==> src/hdl/ljfa_pkg.sv <==
// Shared types and constants of the Lennard-Jones force accumulator.
// Used by the front end, the item queue, the back end and the top level.
`default_nettype none
package ljfa_pkg;

  // Queue between front end and back end
  localparam int QDEPTH = 4;
  localparam int QAW    = $clog2(QDEPTH);

  // Configuration register indexes
  localparam logic CFG_CUTOFF_SQ = 1'b0;
  localparam logic CFG_TIME_STEP = 1'b1;

  localparam logic [27:0] CUTOFF_SQ_RST = 28'd9437184;
  localparam logic [31:0] TIME_STEP_RST = 32'd4294967;

  // One classified item as the back end sees it
  typedef struct packed {
    logic               proc;   // real pair inside the coarse box
    logic               emit;   // item closes the particle
    logic signed [26:0] dx;
    logic signed [26:0] dy;
    logic signed [26:0] dz;
    logic signed [47:0] mom_x;
    logic signed [47:0] mom_y;
    logic signed [47:0] mom_z;
  } ljfa_item_t;

  // Queue status seen by front and back
  typedef struct packed {
    logic full;
    logic empty;
  } ljfa_qstat_t;

  typedef enum logic [2:0] {
    ST_IDLE,
    ST_MUL,
    ST_CHK,
    ST_DIV,
    ST_PREP,
    ST_EMIT
  } ljfa_state_t;

  // Multiply steps of the back end, in order of execution
  typedef enum logic [3:0] {
    OP_SQX,
    OP_SQY,
    OP_SQZ,
    OP_S2,
    OP_S4,
    OP_S3,
    OP_C,
    OP_DF,
    OP_TX,
    OP_TY,
    OP_TZ
  } ljfa_op_t;

endpackage
`default_nettype wire

==> src/hdl/ljfa_queue.sv <==
// Short item queue between the front end and the back end.
// Depends on ljfa_pkg for the entry type and depth.
`default_nettype none
module ljfa_queue (
  input  wire                   clk,
  input  wire                   rst_n,
  input  wire                   push,
  input  ljfa_pkg::ljfa_item_t  push_item,
  input  wire                   pop,
  output ljfa_pkg::ljfa_item_t  head,
  output ljfa_pkg::ljfa_qstat_t qstat
);
  import ljfa_pkg::*;

  ljfa_item_t       entry_r [QDEPTH];
  logic [QAW-1:0]   wr_ptr_r, wr_ptr_nxt;
  logic [QAW-1:0]   rd_ptr_r, rd_ptr_nxt;
  logic [QAW:0]     count_r, count_nxt;

  assign qstat.full  = (count_r == (QAW+1)'(QDEPTH));
  assign qstat.empty = (count_r == '0);
  assign head        = entry_r[rd_ptr_r];

  // Advance pointers and count
  always_comb begin
    wr_ptr_nxt = push ? QAW'(wr_ptr_r + 1'b1) : wr_ptr_r;
    rd_ptr_nxt = pop  ? QAW'(rd_ptr_r + 1'b1) : rd_ptr_r;
    count_nxt  = count_r + (QAW+1)'(push) - (QAW+1)'(pop);
  end

  always_ff @(posedge clk) begin
    if (!rst_n) begin
      wr_ptr_r <= '0;
      rd_ptr_r <= '0;
      count_r  <= '0;
    end else begin
      wr_ptr_r <= wr_ptr_nxt;
      rd_ptr_r <= rd_ptr_nxt;
      count_r  <= count_nxt;
    end
  end

  // Store the pushed item
  always_ff @(posedge clk) begin
    if (push) begin
      entry_r[wr_ptr_r] <= push_item;
    end
  end
endmodule
`default_nettype wire

==> config.mk <==
export PLATFORM = sky130hd
export DESIGN_NAME = ljfa_queue
export DESIGN_NICKNAME = d
export VERILOG_FILES = /design/src/hdl/ljfa_pkg.sv /design/src/hdl/ljfa_queue.sv
export SDC_FILE = /design/constraint.sdc
export NUM_CORES = 1
export LEC_CHECK = 0
export BUFFER_PORTS_ARGS = -buffer_cell sky130_fd_sc_hd__buf_2
export CORE_MARGIN = 10
export CORE_UTILIZATION = 51
export DETAILED_ROUTE_END_ITERATION = 10
export GPL_ROUTABILITY_DRIVEN = 0
export PLACE_DENSITY_LB_ADDON = 0.2
export SYNTH_ARGS = -nofsm -noshare
export SYNTH_HDL_FRONTEND = slang
export SYNTH_SLANG_ARGS = --single-unit
==> constraint.sdc <==
create_clock -name clk -period 6.6 [get_ports clk]
set_clock_uncertainty 0.2 [all_clocks]
set_input_delay 0.33 -clock clk [delete_from_list [all_inputs] [get_ports clk]]
set_output_delay 0.33 -clock clk [all_outputs]
set_load 0.02 [all_outputs]
== Word-level counts from Yosys, hierarchy flattened ==
Memories as Yosys holds them, arrays and structs flattened. A register that Yosys moved wholly into a read port is not among the register bits.
Cells that the tools add are included.

* Memory bits (read-only): 0
* Logic and storage cells: 14
* Memory bits (writable): 908
* Memories kept: 1
* Register bits after elaboration: 7
* Latch bits: 0

* Shifts and indexed selects: 0
* Mux-type cells: 4
* Bitwise operators: 0
* Reductions and logical operators: 1
* $lt $le $gt $ge: 0
* Add/subtract/negate cells: 4
* Eq/ne operators: 1
* Multiply operators: 0
* Div/mod/pow operators: 0

{| class="wikitable"
|+ Memories
! name !! depth !! width !! read ports !! clocked after Yosys merged registers in !! wr ports !! RTL line !! RTL
|-
| entry_r || 4 || 227 || 1 || 1 || 1 || ljfa_queue.sv:15 || <nowiki>ljfa_item_t entry_r [QDEPTH];</nowiki>
|}

{| class="wikitable"
|+ Operators with widths
! cell !! count
|-
| adder 2 x 1 -> 2 bit (second input constant) || 2
|-
| two-way mux 2 bit || 2
|-
| adder 3 x 1 -> 3 bit || 1
|-
| equality test 3 bit (second input constant) || 1
|-
| logical NOT 3 bit || 1
|-
| subtractor 3 x 1 -> 3 bit || 1
|-
| two-way mux 1 bit || 2
|}

== Logic depth before layout (Yosys ltp) ==
* Word-level depth: 3
* Gate-level depth with buffers: 7

== Worst setup path before layout ==
No wires, ideal clock.

* Path type: register to register
* Start: register wr_ptr_r[0]
* End: memory entry_r[0][0] (netlist bit) (enable)
* Buffers on the path: 0
* Data arrival time: 5.696 ns
* Setup time: 0.615 ns
* Cell stages (with the launch flop): 4
* Path slack: 0.089 ns
* Clock period less this slack: 6.511 ns
* Path through: dfxtp_1 -> inv_1 -> ha_1 -> and2_1

{| class="wikitable"
|+ RTL lines
! element !! RTL line !! RTL
|-
| from (decl) || ljfa_queue.sv:16 || <nowiki>logic [QAW-1:0] wr_ptr_r, wr_ptr_nxt;</nowiki>
|-
| from (signal assigned) || ljfa_queue.sv:37 || <nowiki>wr_ptr_r <= wr_ptr_nxt;</nowiki>
|-
| to (decl) || ljfa_queue.sv:15 ||
|}

No word-level cell before the write port.

==> flow_metrics.tcl <==
set metrics [dict create \
    cts_buffers 91 \
    total_power_mw 13.11 \
    start_util_pct 51.45 \
    maxCapViolations 0 \
    synth-xor-area-share_pct 0.1247 \
    whs_ns 0.2476 \
    core_mm2 0.06435 \
    cp_cell_sequence "buf_4, mux4_2, buf_2" \
    dp_hpwl_um 41850 \
    stdcell_count 2905 \
    post-route-util_pct 64.53 \
    fillCellCount 4219 \
    rr_worst_depth 4 \
    period_needed_ns 3.687 \
    avgSynthCellArea_um2 26.96 \
    netlist_area_mm2 0.03311 \
    synth_top_area_share_pct 82.35 \
    htreeDepth 3 \
    port_buffers 459 \
    synth_simple_gate_area_share_pct 0.2267 \
    syn2layout_area_growth_pct 25.41 \
    clk_latency_ns 0.61 \
    pin_count 460 \
    clk_pin_slew_ns 0.06 \
    slowest_stage "dfxtp_4" \
    hold_viol_final 0 \
    syn-num-nets 1466 \
    synth_area_leaders "edfxtp_1, mux4_2, dfxtp_1, buf_2, buf_4" \
    relSlewSlack_pct 20.48 \
    worst_pin_slew_ns 1.193 \
    antenna_found_initial 9 \
    grt_use_total_pct 18.71 \
    synth_mux_area_share_pct 15.47 \
    grt_max_degree 134 \
    final_area_mm2 0.04152 \
    cts.path.max_buffers 3 \
    worst_setup_path_start_kind "register" \
    finalCritPeriodShare_pct 55.86 \
    tns_ns 0 \
    r2r-start "wr_ptr_r[0]" \
    ir_worst_vdd_uv 247.5 \
    rsz0062_at_grt "false" \
    leakage_nw 14.03 \
    drv_slew 0 \
    synth_top_family_by_area "multiplexers" \
    critPathBufInv 2 \
    regArea_mm2 0.02745 \
    drtAntennaViolNets 0 \
    drt-vias-per-instance 5.395 \
    drive_gt1_share_pct 40.64 \
    cts_tree "done" \
    final_common_cell "edfxtp_1" \
    crit_arrival_ns 3.16 \
    rrSetupSlack_ns 3.90 \
    dpl-instance-area_mm2 0.03638 \
    overflow 0 \
    cp_top_family "buffers and inverters" \
    hold_class "in2reg" \
    vias 15672 \
    synth-adder-area-share_pct 0.2872 \
    cts_sinks 917 \
    dr.pass1.iters 5 \
    final-setup-viol-count 0 \
    drt_iter0_markers 1271 \
    die_w_um 274.8 \
    worstReg2RegEnd "entry_r[0][5]" \
    root_buffer "clkbuf_16" \
    wl_per_cell_um 24.29 \
    ys_types 21 \
    grt_pass1_wl_um 106700 \
    final_nets 2210 \
    grt_pass1_vias 17094 \
    synth_cells 1228 \
    preCtsSetupSlack_ns 3.503 \
    dieHeight_um 274.8 \
    min-delay-start "push_item[157]" \
    multiInputGateArea_mm2 0.005359 \
    crit_required_ns 6.07 \
    synth_top_cell_by_area "edfxtp_1" \
    wl_um 70580 \
    ys_seq_area_share_pct 82.90 \
    dp_cells 2504 \
    critPathMaxFanout 64 \
    crit_type "reg2out" \
    drc 0 \
    crit_path_end_kind "output pin" \
    num_rows 93 \
    synth_compound_area_share_pct 0.04535 \
    die-area_mm2 0.07551 \
    fin_ws_ns 2.913 \
    yosysWarnings 0 \
    max_stage_delay_ns 0.93 \
    status "completed" \
    worstHoldEndpoint "entry_r[2][157]" \
    ys_seq_elements 917 \
    final_cell_mix "edfxtp_1, buf_2, dlygate4sd3_1, mux4_2, clkbuf_16" \
    power.density_mw_per_mm2 315.8 \
    whs_path_depth 2 \
    max_freq_ghz 0.2712 \
]
==> sequential cells by signal, summed over array words and instances, names as in the netlist, named ones only <==
signal and count:
count_r 3, entry_r 908, rd_ptr_r 2, wr_ptr_r 2
==> where the power goes <==
part / switching [mW] / total [mW] / internal, mW
Sequential: 0.0772 / 6.78 / 6.70
Clock: 2.06 / 4.86 / 2.81
Combinational: 0.856 / 1.47 / 0.613
==> logic make-up after synthesis <==
| family | after synthesis |
|---|---|
| flops | 917 |
| mux | 228 |
| buf+inv | 57 |
| simple gates | 14 |
| fa+ha+maj | 7 |
| xor+xnor | 3 |
| compound gates | 2 |
==> how the worst max path moves through the flow <==
stage / startpoint / to / slack, ns / depth (start not counted)
5_1_grt: register / head[168] / 2.74 / 3
3_3_place_gp: register / head[124] / 3.49 / 3
2_1_floorplan: wr_ptr_r[0] / entry_r[0][0] / 0.09 / 3
3_5_place_dp: register / head[124] / 3.50 / 3
6_report: register / head[168] / 2.91 / 3
4_1_cts: register / head[124] / 2.84 / 3
==> area by class of cell <==
class / instances / area share, %
Antenna cell: 10 / 0.06026
Clock buffer: 109 / 5.647
Clock inverter: 52 / 1.127
Inverter: 7 / 0.06328
Multi-Input combinational cell: 254 / 12.91
Sequential cell: 917 / 66.12
Tap cell: 855 / 2.576
Timing Repair Buffer: 701 / 11.50
==> per-layer routing <==
layer | share of wire (%) | vias up | global-route usage, %
met5 | 0.038 | - | 0
met4 | 2.3 | 4 | 5.709
met3 | 8.3 | 98 | 5.435
met2 | 51 | 547 | 31.01
met1 | 38 | 8180 | 23.81
li1 | - | 6843 | -
==> cell usage after synthesis <==
library cell,instances
nor3_1,1
buf_1,7
a21oi_1,1
mux2i_1,1
nand3b_1,1
a21bo_2,1
dfxtp_1,9
fa_1,1
xor3_1,1
mux4_2,227
inv_1,7
and3_1,1
and2_1,6
xnor2_1,2
buf_6,4
buf_2,26
ha_1,6
buf_4,10
nor2_1,5
clkbuf_1,3
edfxtp_1,908
==> worst reg2reg max path: stages (launching register included) <==
cell and delay (ns):
dfxtp_1 0.35, inv_1 0.09, ha_1 0.15, and2_4 0.55, buf_4 0.92
==> timing repair <==
| item | CTS | global route |
|---|---|---|
| endpoints found under the hold margin | 917 | 0 |
| hold buffers | 230 | 0 |
| resized for setup | 0 | 0 |
| setup buffers | 0 | 0 |
Note: power is estimated with default switching activity, not from simulation.
