===== src/hdl/ljfa_pkg.sv =====
// Shared types and constants of the Lennard-Jones force accumulator.
// Used by the front end, the item queue, the back end and the top level.
`default_nettype none
package ljfa_pkg;

  // Queue between front end and back end
  localparam int QDEPTH = 4;
  localparam int QAW    = $clog2(QDEPTH);

  // Configuration register indexes
  localparam logic CFG_CUTOFF_SQ = 1'b0;
  localparam logic CFG_TIME_STEP = 1'b1;

  localparam logic [27:0] CUTOFF_SQ_RST = 28'd9437184;
  localparam logic [31:0] TIME_STEP_RST = 32'd4294967;

  // One classified item as the back end sees it
  typedef struct packed {
    logic               proc;   // real pair inside the coarse box
    logic               emit;   // item closes the particle
    logic signed [26:0] dx;
    logic signed [26:0] dy;
    logic signed [26:0] dz;
    logic signed [47:0] mom_x;
    logic signed [47:0] mom_y;
    logic signed [47:0] mom_z;
  } ljfa_item_t;

  // Queue status seen by front and back
  typedef struct packed {
    logic full;
    logic empty;
  } ljfa_qstat_t;

  typedef enum logic [2:0] {
    ST_IDLE,
    ST_MUL,
    ST_CHK,
    ST_DIV,
    ST_PREP,
    ST_EMIT
  } ljfa_state_t;

  // Multiply steps of the back end, in order of execution
  typedef enum logic [3:0] {
    OP_SQX,
    OP_SQY,
    OP_SQZ,
    OP_S2,
    OP_S4,
    OP_S3,
    OP_C,
    OP_DF,
    OP_TX,
    OP_TY,
    OP_TZ
  } ljfa_op_t;

endpackage
`default_nettype wire


===== src/hdl/ljfa_front.sv =====
// Front end: forms the position differences and classifies each item.
// Depends on ljfa_pkg; feeds ljfa_queue.
`default_nettype none
module ljfa_front (
  input  wire                  in_valid,
  output logic                 in_ready,
  input  wire  signed [31:0]   in_key_x,
  input  wire  signed [31:0]   in_key_y,
  input  wire  signed [31:0]   in_key_z,
  input  wire  signed [31:0]   in_nbr_x,
  input  wire  signed [31:0]   in_nbr_y,
  input  wire  signed [31:0]   in_nbr_z,
  input  wire  signed [47:0]   in_mom_in_x,
  input  wire  signed [47:0]   in_mom_in_y,
  input  wire  signed [47:0]   in_mom_in_z,
  input  wire                  in_has_partner,
  input  wire                  in_last_partner,
  input  ljfa_pkg::ljfa_qstat_t qstat,
  output logic                 push,
  output ljfa_pkg::ljfa_item_t push_item
);
  import ljfa_pkg::*;

  logic signed [32:0] dx, dy, dz;
  logic               in_box;

  // Differences, one bit wider than the positions
  assign dx = 33'(in_nbr_x) - 33'(in_key_x);
  assign dy = 33'(in_nbr_y) - 33'(in_key_y);
  assign dz = 33'(in_nbr_z) - 33'(in_key_z);

  // Every component within +-2^25, else the pair is out of cutoff
  assign in_box = (dx >= -33'sd33554432) && (dx <= 33'sd33554432) &&
                  (dy >= -33'sd33554432) && (dy <= 33'sd33554432) &&
                  (dz >= -33'sd33554432) && (dz <= 33'sd33554432);

  assign in_ready = !qstat.full;
  assign push     = in_valid && in_ready;

  // Build the queue entry
  always_comb begin
    push_item.proc  = in_has_partner && in_box;
    push_item.emit  = !in_has_partner || in_last_partner;
    push_item.dx    = dx[26:0];
    push_item.dy    = dy[26:0];
    push_item.dz    = dz[26:0];
    push_item.mom_x = in_mom_in_x;
    push_item.mom_y = in_mom_in_y;
    push_item.mom_z = in_mom_in_z;
  end
endmodule
`default_nettype wire


===== config.mk =====
export PLATFORM = sky130hd
export DESIGN_NAME = ljfa_front
export DESIGN_NICKNAME = d
export VERILOG_FILES = /design/src/hdl/ljfa_pkg.sv /design/src/hdl/ljfa_front.sv
export SDC_FILE = /design/constraint.sdc
export NUM_CORES = 1
export LEC_CHECK = 0
export ABC_AREA = 1
export BUFFER_PORTS_ARGS = -buffer_cell sky130_fd_sc_hd__buf_2
export CAP_MARGIN = 20
export CORE_AREA = 2 2 225 227
export DETAILED_ROUTE_END_ITERATION = 16
export DIE_AREA = 0 0 227 229
export SYNTH_ARGS = -nofsm -noshare
export SYNTH_HDL_FRONTEND = slang
export SYNTH_SLANG_ARGS = --single-unit

===== constraint.sdc =====
create_clock -name vclk -period 3.3
set_input_delay 0.33 -clock vclk [all_inputs]
set_output_delay 0.33 -clock vclk [all_outputs]
set_load 0.02 [all_outputs]

; ---- After elaboration in Yosys (flattened, before gate mapping)
; Cells that the tools add are included.
[totals]
input_bits = 341
ff_bits = 0
[op_classes]
n_addsub = 3
magnitude_cmp = 6
n_reduce_logical = 10
[ops]
columns = op, n
row1 = $ge A33 B26 Y1 const B, 3
row2 = $le A33 B27 Y1 const B, 3
row3 = $sub A32 B32 Y33, 3
row4 = $logic_and A1 B1 Y1, 7
row5 = $logic_not A1 Y1, 2
row6 = $logic_or A1 B1 Y1, 1

; ---- Depth between registers and ports, before layout
; Gate-level depths: netlist of run 1.
[logic_depth]
word_depth = 8
mapped_depth = 23

; ---- Worst setup path after synthesis of run 1
; OpenSTA, ideal clock, no wires.
[synth_path]
path_type = input to output
from = in in_nbr_x[0]
to = out push_item[226] (netlist bit)
path_buffers = 0
stages = 16
path_slack_ns = 0.363
arrival_time_ns = 2.607
cell_sequence = inv_1 -> ha_1 -> inv_1 -> fa_1 -> or2_2 -> nor2_1 -> nand3_1 -> nor2_1 -> nand3_1 -> nor2_1 -> nand3_1 -> nor3_1 -> nand2_1 -> a21oi_2 -> nand4_1 -> nor2_1
[synth_lines]
columns = element, line_no
row1 = start: declaration, ljfa_front.sv:10  ; input wire signed [31:0] in_nbr_x,
row2 = end: declaration, ljfa_front.sv:20  ; output ljfa_pkg::ljfa_item_t push_item

==> report_table.html, run 1 <==
<table>
<tr><th>Metric</th><th>Value</th></tr>
<tr><th colspan="2">Setup path</th></tr>
<tr><td>Element type at the critical path end</td><td>output pin</td></tr>
<tr><td>CP arrival</td><td>approximately 2.8 ns</td></tr>
<tr><td>Crit path top cell by count</td><td>nand2_1</td></tr>
<tr><td>CP bufs+invs</td><td>3</td></tr>
<tr><td>CP max stage cell</td><td>ha_1</td></tr>
<tr><td>CP Launch Type</td><td>primary input</td></tr>
<tr><td>Total number of cells along the worst setup path</td><td>18</td></tr>
<tr><td>Startpoint-to-endpoint class of the critical path</td><td>primary input to output pin</td></tr>
<tr><td>Crit path largest cell delay</td><td>~0.33 ns</td></tr>
<tr><td>Top Family by Delay on Critical Path</td><td>simple AND/OR/NAND/NOR gates</td></tr>
<tr><td>Critical path data required time</td><td>about 3 ns</td></tr>
<tr><td>Worst path cell trace</td><td>buf_2 -&gt; inv_1 -&gt; ha_1 -&gt; a21oi_1 -&gt; a21boi_0 -&gt; nand2_1 -&gt; nand2_1 -&gt; nand2_1 -&gt; nand2_1 -&gt; nand2_1 -&gt; xnor2_2 -&gt; nand2_1 -&gt; nor2_2 -&gt; nand3_2 -&gt; nor2_2 -&gt; a21oi_2 -&gt; nor2_2 -&gt; buf_6</td></tr>
<tr><td>Maximum fanout encountered on the critical timing path</td><td>4</td></tr>
<tr><th colspan="2">Global route</th></tr>
<tr><td>Global-route wire length before repair</td><td>54600 um</td></tr>
<tr><td>Gr ovfl total</td><td>0</td></tr>
<tr><td>Number of global-route vias before repair</td><td>about 10k</td></tr>
<tr><td>Aggregate global-route resource usage</td><td>around an eighth</td></tr>
<tr><td>Number of antenna violations at the first check in global routing</td><td>6</td></tr>
<tr><td>Largest net degree at the start of global routing</td><td>9</td></tr>
<tr><th colspan="2">Finish</th></tr>
<tr><td>Layout cell share with drive strength beyond 1</td><td>about 27%</td></tr>
<tr><td>Clkbuf count</td><td>0</td></tr>
<tr><td>Number of diodes</td><td>0</td></tr>
<tr><td>Register area</td><td>0 um^2</td></tr>
<tr><td>Num sequential</td><td>0</td></tr>
<tr><td>Number of nets at the end of the flow</td><td>roughly 2.5k</td></tr>
<tr><td>Layout overhead on the synthesized area</td><td>25.5%</td></tr>
<tr><td>Fraction of the core area covered by cells at the end of the flow</td><td>a little under a quarter</td></tr>
<tr><th colspan="2">Power</th></tr>
<tr><td>Share of total power in the clock network</td><td>0%</td></tr>
<tr><td>Total power divided by cell area</td><td>218 nW/um^2</td></tr>
<tr><td>Internal power of the cells</td><td>roughly 0.95 mW</td></tr>
<tr><td>Switching power</td><td>between 1.5 and 2 mW</td></tr>
<tr><td>Worst supply voltage drop on vdd</td><td>roughly 0.00013 V</td></tr>
<tr><td>Share of total power consumed by net switching</td><td>between 60% and 70%</td></tr>
<tr><td>Sum of internal, switching and leakage power</td><td>2.54 mW</td></tr>
<tr><td>Logic pwr share</td><td>between 90% and 100%</td></tr>
<tr><td>Leakage component of the power</td><td>roughly 7 nW</td></tr>
<tr><td>Sequential share of power</td><td>0%</td></tr>
<tr><th colspan="2">Floorplan</th></tr>
<tr><td>Chip Height</td><td>~230 um</td></tr>
<tr><td>Total number of placement rows</td><td>82</td></tr>
<tr><td>Die Span X</td><td>227 um</td></tr>
<tr><td>Boundary pin count</td><td>between 500 and 600</td></tr>
<tr><td>Core Footprint</td><td>roughly 50000 um^2</td></tr>
<tr><td>Effective utilization at floorplan</td><td>around a fifth</td></tr>
<tr><td>Die Outline Area</td><td>slightly above 50000 um^2</td></tr>
<tr><th colspan="2">Timing</th></tr>
<tr><td>Top achievable clock speed</td><td>roughly 320 MHz</td></tr>
<tr><td>Smallest hold slack</td><td>around 0.66 ns</td></tr>
<tr><td>Slew at the pin closest to its max-slew limit</td><td>~0.44 ns</td></tr>
<tr><td>Total Negative Setup Slacks</td><td>0 ns</td></tr>
<tr><td>Crit share post-route</td><td>95.9%</td></tr>
<tr><td>Hold Violations, Final</td><td>0</td></tr>
<tr><td>Worst relative slew slack</td><td>between 70% and 80%</td></tr>
<tr><td>Clock period minus worst slack</td><td>about 3.2 ns</td></tr>
<tr><td>Final setup violation count</td><td>0</td></tr>
<tr><td>Final-report max-slew violation count</td><td>0</td></tr>
<tr><td>Min setup slack post-route</td><td>about 0.14 ns</td></tr>
<tr><th colspan="2">Placed design</th></tr>
<tr><td>HPWL after DPL</td><td>roughly 34000 um</td></tr>
<tr><td>Number of buffers inserted by port buffering</td><td>around 280</td></tr>
<tr><td>Final Wtd Congestion</td><td>0.954</td></tr>
<tr><td>Worst setup slack after placement</td><td>-0.174 ns</td></tr>
<tr><th colspan="2">Worst hold path</th></tr>
<tr><td>Hold/Removal Path Class</td><td>primary input to output pin</td></tr>
<tr><td>Worst hold path cell count</td><td>0</td></tr>
<tr><td>Worst hold path endpoint</td><td>push_item[119]</td></tr>
<tr><td>Hold wc startpoint</td><td>in_mom_in_x[23]</td></tr>
<tr><th colspan="2">Detailed routing</th></tr>
<tr><td># DRC</td><td>0</td></tr>
<tr><td>Drt total wl</td><td>37300 um</td></tr>
<tr><td>Average routed wire per standard cell</td><td>~14 um</td></tr>
<tr><td>Vias after detailed routing</td><td>between 10k and 15k</td></tr>
<tr><td>Antenna-violating nets left</td><td>0</td></tr>
<tr><td>Total iterations of the first detailed-routing run</td><td>5</td></tr>
<tr><td>Drt via density</td><td>4.16</td></tr>
<tr><td>Detailed router's first-iteration violation count</td><td>597</td></tr>
<tr><th colspan="2">Synth</th></tr>
<tr><td>Mean instance size in the synthesized netlist</td><td>approximately 5 um^2</td></tr>
<tr><td>Yosys cell types</td><td>37</td></tr>
<tr><td>Post-Synthesis Cell Area</td><td>9270 um^2</td></tr>
<tr><td>Net Count, Synth</td><td>2297</td></tr>
<tr><td>Synth warnings</td><td>0</td></tr>
<tr><td>Share of the yosys chip area belonging to registers</td><td>0%</td></tr>
<tr><td>Number of cells produced by synthesis</td><td>approximately 1.9k</td></tr>
<tr><th colspan="2">Run</th></tr>
<tr><td>Max_cap viols</td><td>0</td></tr>
<tr><th colspan="2">Status</th></tr>
<tr><td>Result of the run</td><td>finished clean</td></tr>
</table>
-- what timing repair did --
item	CTS	global route
endpoints found under the setup margin	1	1
hold buffers	0	0
pin swaps	23	43
hold endpoints to repair	0	0
resized for setup	23	140
buffers inserted	3	3
-- layout by cell type (no fill, tap or decap), types with 4 or more instances in the layout --
cell type and instances:
buf_6 4, nor2_1 133, buf_2 279, nor2_2 30
nand2_1 594, xnor2_1 8, nand2_2 56, nand3_1 109
xor2_1 12, nand4_1 25, a21oi_2 19, o21bai_1 9
nand3_2 14, buf_4 85, ha_2 19, nor3_1 13
inv_2 15, o21a_1 4, nand2_4 4, and2_1 4
nor2_4 6, nor3_2 8, o21ai_1 8, o21ai_0 22
inv_1 408, ha_1 72, ha_4 5, nand3b_1 18
a21o_1 4, a21oi_1 63
-- layer usage --
metal | global-route usage (%) | wire length (um) | up-vias
li1 | - | - | 5944
met1 | 16.8 | 15900 | 4911
met2 | 22.3 | 16600 | 472
met3 | 2.73 | 3220 | 114
met4 | 4.55 | 1510 | 10
met5 | 0 | 75 | -
-- area by class of cell --
class / instances / area, um^2
Fill cell: 5952 / 38000
Multi-Input combinational cell: 1286 / 7110
Timing Repair Buffer: 368 / 2080
Inverter: 425 / 1600
Tap cell: 672 / 841
-- power by group through the flow --
stage                     combinational (mW)  clock (mW)  sequential, mW
final                                   2.54           0               0
after global routing                    2.81           0               0
after CTS                               2.42           0               0
after detailed placement                2.39           0               0
after global placement                  2.39           0               0
after floorplan                         1.73           0               0
-- metrics by stage --
stage	cell area, um^2	instances
4_1_cts	11100	2749
5_1_grt	11600	2751
6_report	11600	2751
3_5_place_dp	11000	2747
3_3_place_gp	11000	2747
2_1_floorplan	9270	1857
-- worst max path at each step --
| stage | endpoint | start | slack, ns |
|---|---|---|---|
| 2_1_floorplan | push_item[226] | in_nbr_x[0] | 0.36 |
| 3_3_place_gp | push_item[226] | in_key_y[0] | -0.19 |
| 3_5_place_dp | push_item[226] | in_key_y[0] | -0.17 |
| 4_1_cts | push_item[226] | in_key_y[17] | 0.0003 |
| 5_1_grt | push_item[226] | in_key_z[6] | -0.06 |
| 6_report | push_item[226] | in_key_z[6] | 0.14 |
-- cells in the mapped netlist, types with 3 or more instances --
| cell | n | area, um^2 |
|---|---|---|
| o21bai_1 | 10 | 75.1 |
| inv_1 | 413 | 1550 |
| nor3_1 | 17 | 85.1 |
| nor2_2 | 11 | 68.8 |
| xor2_1 | 14 | 123 |
| a21oi_1 | 77 | 385 |
| o21a_1 | 4 | 30.0 |
| inv_2 | 11 | 41.3 |
| xnor2_1 | 10 | 87.6 |
| nor3_2 | 5 | 50.1 |
| buf_4 | 145 | 1090 |
| nand3_2 | 5 | 50.1 |
| o21ai_0 | 28 | 140 |
| nand3b_1 | 18 | 135 |
| and2_1 | 4 | 25.0 |
| nand2_2 | 18 | 113 |
| nor2_1 | 157 | 589 |
| a21oi_2 | 6 | 52.6 |
| nand3_1 | 120 | 601 |
| nand4_1 | 25 | 156 |
| ha_1 | 96 | 1200 |
| fa_1 | 3 | 60.1 |
| a21o_1 | 4 | 30.0 |
| nand2_1 | 636 | 2390 |
| a21boi_0 | 3 | 22.5 |
-- logic make-up (layout without fill, tap and decap cells) --
kind of cell    count (synthesis)  after routing  synth area share (%)
xor+xnor                       24             24                  2.27
fa+ha+maj                      99             99                  13.6
simple gates                 1023           1023                  46.6
compound gates                140            140                  8.52
buf+inv                       571            793                  29.0
No activity file was read; power rests on OpenSTA's default activity.
==> run 2: changes to the inputs <==
--- a/config.mk
+++ b/config.mk
@@ -8,9 +8,9 @@
 export ABC_AREA = 1
 export BUFFER_PORTS_ARGS = -buffer_cell sky130_fd_sc_hd__buf_2
 export CAP_MARGIN = 20
-export CORE_AREA = 2 2 225 227
+export CORE_AREA = 2 2 222 224
 export DETAILED_ROUTE_END_ITERATION = 16
-export DIE_AREA = 0 0 227 229
+export DIE_AREA = 0 0 224 226
 export SYNTH_ARGS = -nofsm -noshare
 export SYNTH_HDL_FRONTEND = slang
 export SYNTH_SLANG_ARGS = --single-unit
==> constraint.sdc (replaced) <==
create_clock -name vclk -period 2.8
set_input_delay 0.28 -clock vclk [all_inputs]
set_output_delay 0.28 -clock vclk [all_outputs]
set_load 0.02 [all_outputs]
==> report_table.html, run 2 (synthesized netlist as in run 1, its figures left out) <==
<table>
<tr><th>Metric</th><th>Value</th></tr>
<tr><th colspan="2">Floorplan</th></tr>
<tr><td>Die Span X</td><td>224 um</td></tr>
<tr><td>Total number of placement rows</td><td>just over 80</td></tr>
<tr><td>Die Outline Area</td><td>about 51000 um^2</td></tr>
<tr><td>Effective utilization at floorplan</td><td>19.2%</td></tr>
<tr><td>Chip Height</td><td>between 200 and 250 um</td></tr>
<tr><td>Core Footprint</td><td>between 40000 and 50000 um^2</td></tr>
<tr><td>Boundary pin count</td><td>570</td></tr>
<tr><th colspan="2">Timing</th></tr>
<tr><td>RSZ-0062 raised after global routing</td><td>yes</td></tr>
<tr><td>Min setup slack post-route</td><td>-0.306 ns</td></tr>
<tr><td>Final setup violation count</td><td>1</td></tr>
<tr><td>Worst relative slew slack</td><td>between 70% and 80%</td></tr>
<tr><td>Slew at the pin closest to its max-slew limit</td><td>about 0.44 ns</td></tr>
<tr><td>Top achievable clock speed</td><td>322 MHz</td></tr>
<tr><td>Clock period minus worst slack</td><td>about 3.1 ns</td></tr>
<tr><td>Total Negative Setup Slacks</td><td>-0.306 ns</td></tr>
<tr><td>Crit share post-route</td><td>111%</td></tr>
<tr><td>Final-report max-slew violation count</td><td>0</td></tr>
<tr><td>Smallest hold slack</td><td>around 0.56 ns</td></tr>
<tr><td>Hold Violations, Final</td><td>0</td></tr>
<tr><th colspan="2">Power</th></tr>
<tr><td>Internal power of the cells</td><td>between 1.5 and 2 mW</td></tr>
<tr><td>Sum of internal, switching and leakage power</td><td>3.56 mW</td></tr>
<tr><td>Total power divided by cell area</td><td>about 270 nW/um^2</td></tr>
<tr><td>Leakage component of the power</td><td>8.15 nW</td></tr>
<tr><td>Sequential share of power</td><td>0%</td></tr>
<tr><td>Share of total power consumed by net switching</td><td>between 50 and 60%</td></tr>
<tr><td>Switching power</td><td>~2.0 mW</td></tr>
<tr><td>Logic pwr share</td><td>between 90% and 100%</td></tr>
<tr><td>Share of total power in the clock network</td><td>0%</td></tr>
<tr><td>Worst supply voltage drop on vdd</td><td>approximately 0.00016 V</td></tr>
<tr><th colspan="2">Detailed routing</th></tr>
<tr><td># DRC</td><td>0</td></tr>
<tr><td>Drt via density</td><td>~4.2</td></tr>
<tr><td>Drt total wl</td><td>38300 um</td></tr>
<tr><td>Antenna-violating nets left</td><td>0</td></tr>
<tr><td>Detailed router's first-iteration violation count</td><td>615</td></tr>
<tr><td>Vias after detailed routing</td><td>12.2k</td></tr>
<tr><td>Average routed wire per standard cell</td><td>13.1 um</td></tr>
<tr><td>Total iterations of the first detailed-routing run</td><td>5</td></tr>
<tr><th colspan="2">Worst hold path</th></tr>
<tr><td>Worst hold path cell count</td><td>0</td></tr>
<tr><td>Worst hold path endpoint</td><td>push_item[113]</td></tr>
<tr><td>Hold/Removal Path Class</td><td>primary input to output pin</td></tr>
<tr><td>Hold wc startpoint</td><td>in_mom_in_x[17]</td></tr>
<tr><th colspan="2">Placed design</th></tr>
<tr><td>HPWL after DPL</td><td>about 34000 um</td></tr>
<tr><td>Worst setup slack after placement</td><td>-0.646 ns</td></tr>
<tr><td>Number of buffers inserted by port buffering</td><td>between 200 and 300</td></tr>
<tr><td>Final Wtd Congestion</td><td>approximately 0.94</td></tr>
<tr><td>Post-Place Cells</td><td>a little under 3k</td></tr>
<tr><td>Instance area after placement</td><td>12500 um^2</td></tr>
<tr><th colspan="2">Finish</th></tr>
<tr><td>Final standard cell count with taps included and fillers excluded</td><td>between 2k and 3k</td></tr>
<tr><td>Commonest cells after routing, fill and taps aside</td><td>nand2_1, inv_1, buf_4, buf_2, nor2_1</td></tr>
<tr><td>Commonest non-fill, non-tap cell in the layout</td><td>nand2_1</td></tr>
<tr><td>Num sequential</td><td>0</td></tr>
<tr><td>Layout cell share with drive strength beyond 1</td><td>between 30% and 40%</td></tr>
<tr><td>Non-Filler Cell Area, Final</td><td>~13000 um^2</td></tr>
<tr><td>Register area</td><td>0 um^2</td></tr>
<tr><td>Fraction of the core area covered by cells at the end of the flow</td><td>approximately 28%</td></tr>
<tr><td>Number of nets at the end of the flow</td><td>roughly 2.7k</td></tr>
<tr><td>Clkbuf count</td><td>0</td></tr>
<tr><td>Layout overhead on the synthesized area</td><td>44.4%</td></tr>
<tr><th colspan="2">Setup path</th></tr>
<tr><td>Critical path data required time</td><td>approximately 2.5 ns</td></tr>
<tr><td>CP Launch Type</td><td>primary input</td></tr>
<tr><td>Maximum fanout encountered on the critical timing path</td><td>2</td></tr>
<tr><td>CP arrival</td><td>2.83 ns</td></tr>
<tr><td>Startpoint-to-endpoint class of the critical path</td><td>primary input to output pin</td></tr>
<tr><td>Element type at the critical path end</td><td>output pin</td></tr>
<tr><th colspan="2">Status</th></tr>
<tr><td>Violations in the final reports</td><td>negative setup slack</td></tr>
<tr><td>Result of the run</td><td>finished with violations</td></tr>
<tr><th colspan="2">Global route</th></tr>
<tr><td>Aggregate global-route resource usage</td><td>approximately 14%</td></tr>
<tr><td>Number of antenna violations at the first check in global routing</td><td>5</td></tr>
<tr><td>Global-route wire length before repair</td><td>slightly below 60000 um</td></tr>
<tr><td>Largest net degree at the start of global routing</td><td>9</td></tr>
<tr><td>Number of global-route vias before repair</td><td>approximately 12k</td></tr>
<tr><td>Gr ovfl total</td><td>0</td></tr>
<tr><th colspan="2">Run</th></tr>
<tr><td>Max_cap viols</td><td>0</td></tr>
<tr><th colspan="2">CTS</th></tr>
<tr><td>Total of hold buffers inserted after clock tree synthesis</td><td>0</td></tr>
</table>
[run 2: layout make-up]
cell class	instances	area (um^2)
timing repair buffer	584	3750
antenna	2	5.00
tap	622	778
multi-input combinational	1286	7240
fill	5557	35000
inverter	425	1610
[run 2: worst max-delay path by stage]
stage | depth (start not counted) | from | slack (ns) | end
2_1_floorplan | 16 | in_nbr_x[0] | 0.03 | push_item[226]
4_1_cts | 21 | in_nbr_x[0] | -0.44 | push_item[226]
6_report | 17 | in_key_x[0] | -0.31 | push_item[226]
3_5_place_dp | 17 | in_key_x[0] | -0.65 | push_item[226]
5_1_grt | 20 | in_key_x[10] | -0.50 | push_item[226]
3_3_place_gp | 17 | in_key_x[0] | -0.61 | push_item[226]
[run 2: repair_timing]
item	CTS	global route
gates resized for setup	55	112
pin swaps	33	49
setup endpoints to repair	2	3
buffers inserted	14	8
[run 2: power by group through the flow]
| stage | registers (mW) | clock network (mW) | logic, mW |
|---|---|---|---|
| after floorplan | 0 | 0 | 2.04 |
| after global routing | 0 | 0.0000000477 | 3.93 |
| after global placement | 0 | 0 | 3.31 |
| after CTS | 0 | 0 | 3.42 |
| after detailed placement | 0 | 0 | 3.31 |
| final | 0 | 0.0000000957 | 3.56 |
[run 2: layer usage]
layer / wire length, um / vias up / global-route usage (%)
met5: 41 / - / 0
met4: 1340 / 6 / 4.82
met3: 2420 / 114 / 1.93
met2: 18600 / 416 / 26.9
met1: 15900 / 5281 / 16.6
li1: - / 6397 / -
[run 2: worst max-delay path, stage by stage]
cell and delay [ns]:
buf_2 0.12, ha_4 0.16, inv_4 0.05, fa_2 0.43, or2_4 0.25, nor2_4 0.08, nand3_2 0.06, nor2_1 0.11
nand3_1 0.10, nor2_1 0.11, nand3_1 0.09, nor3_2 0.17, nand2_1 0.12, a21oi_4 0.18, nand4_1 0.17, nor2_4 0.18
buf_6 0.14
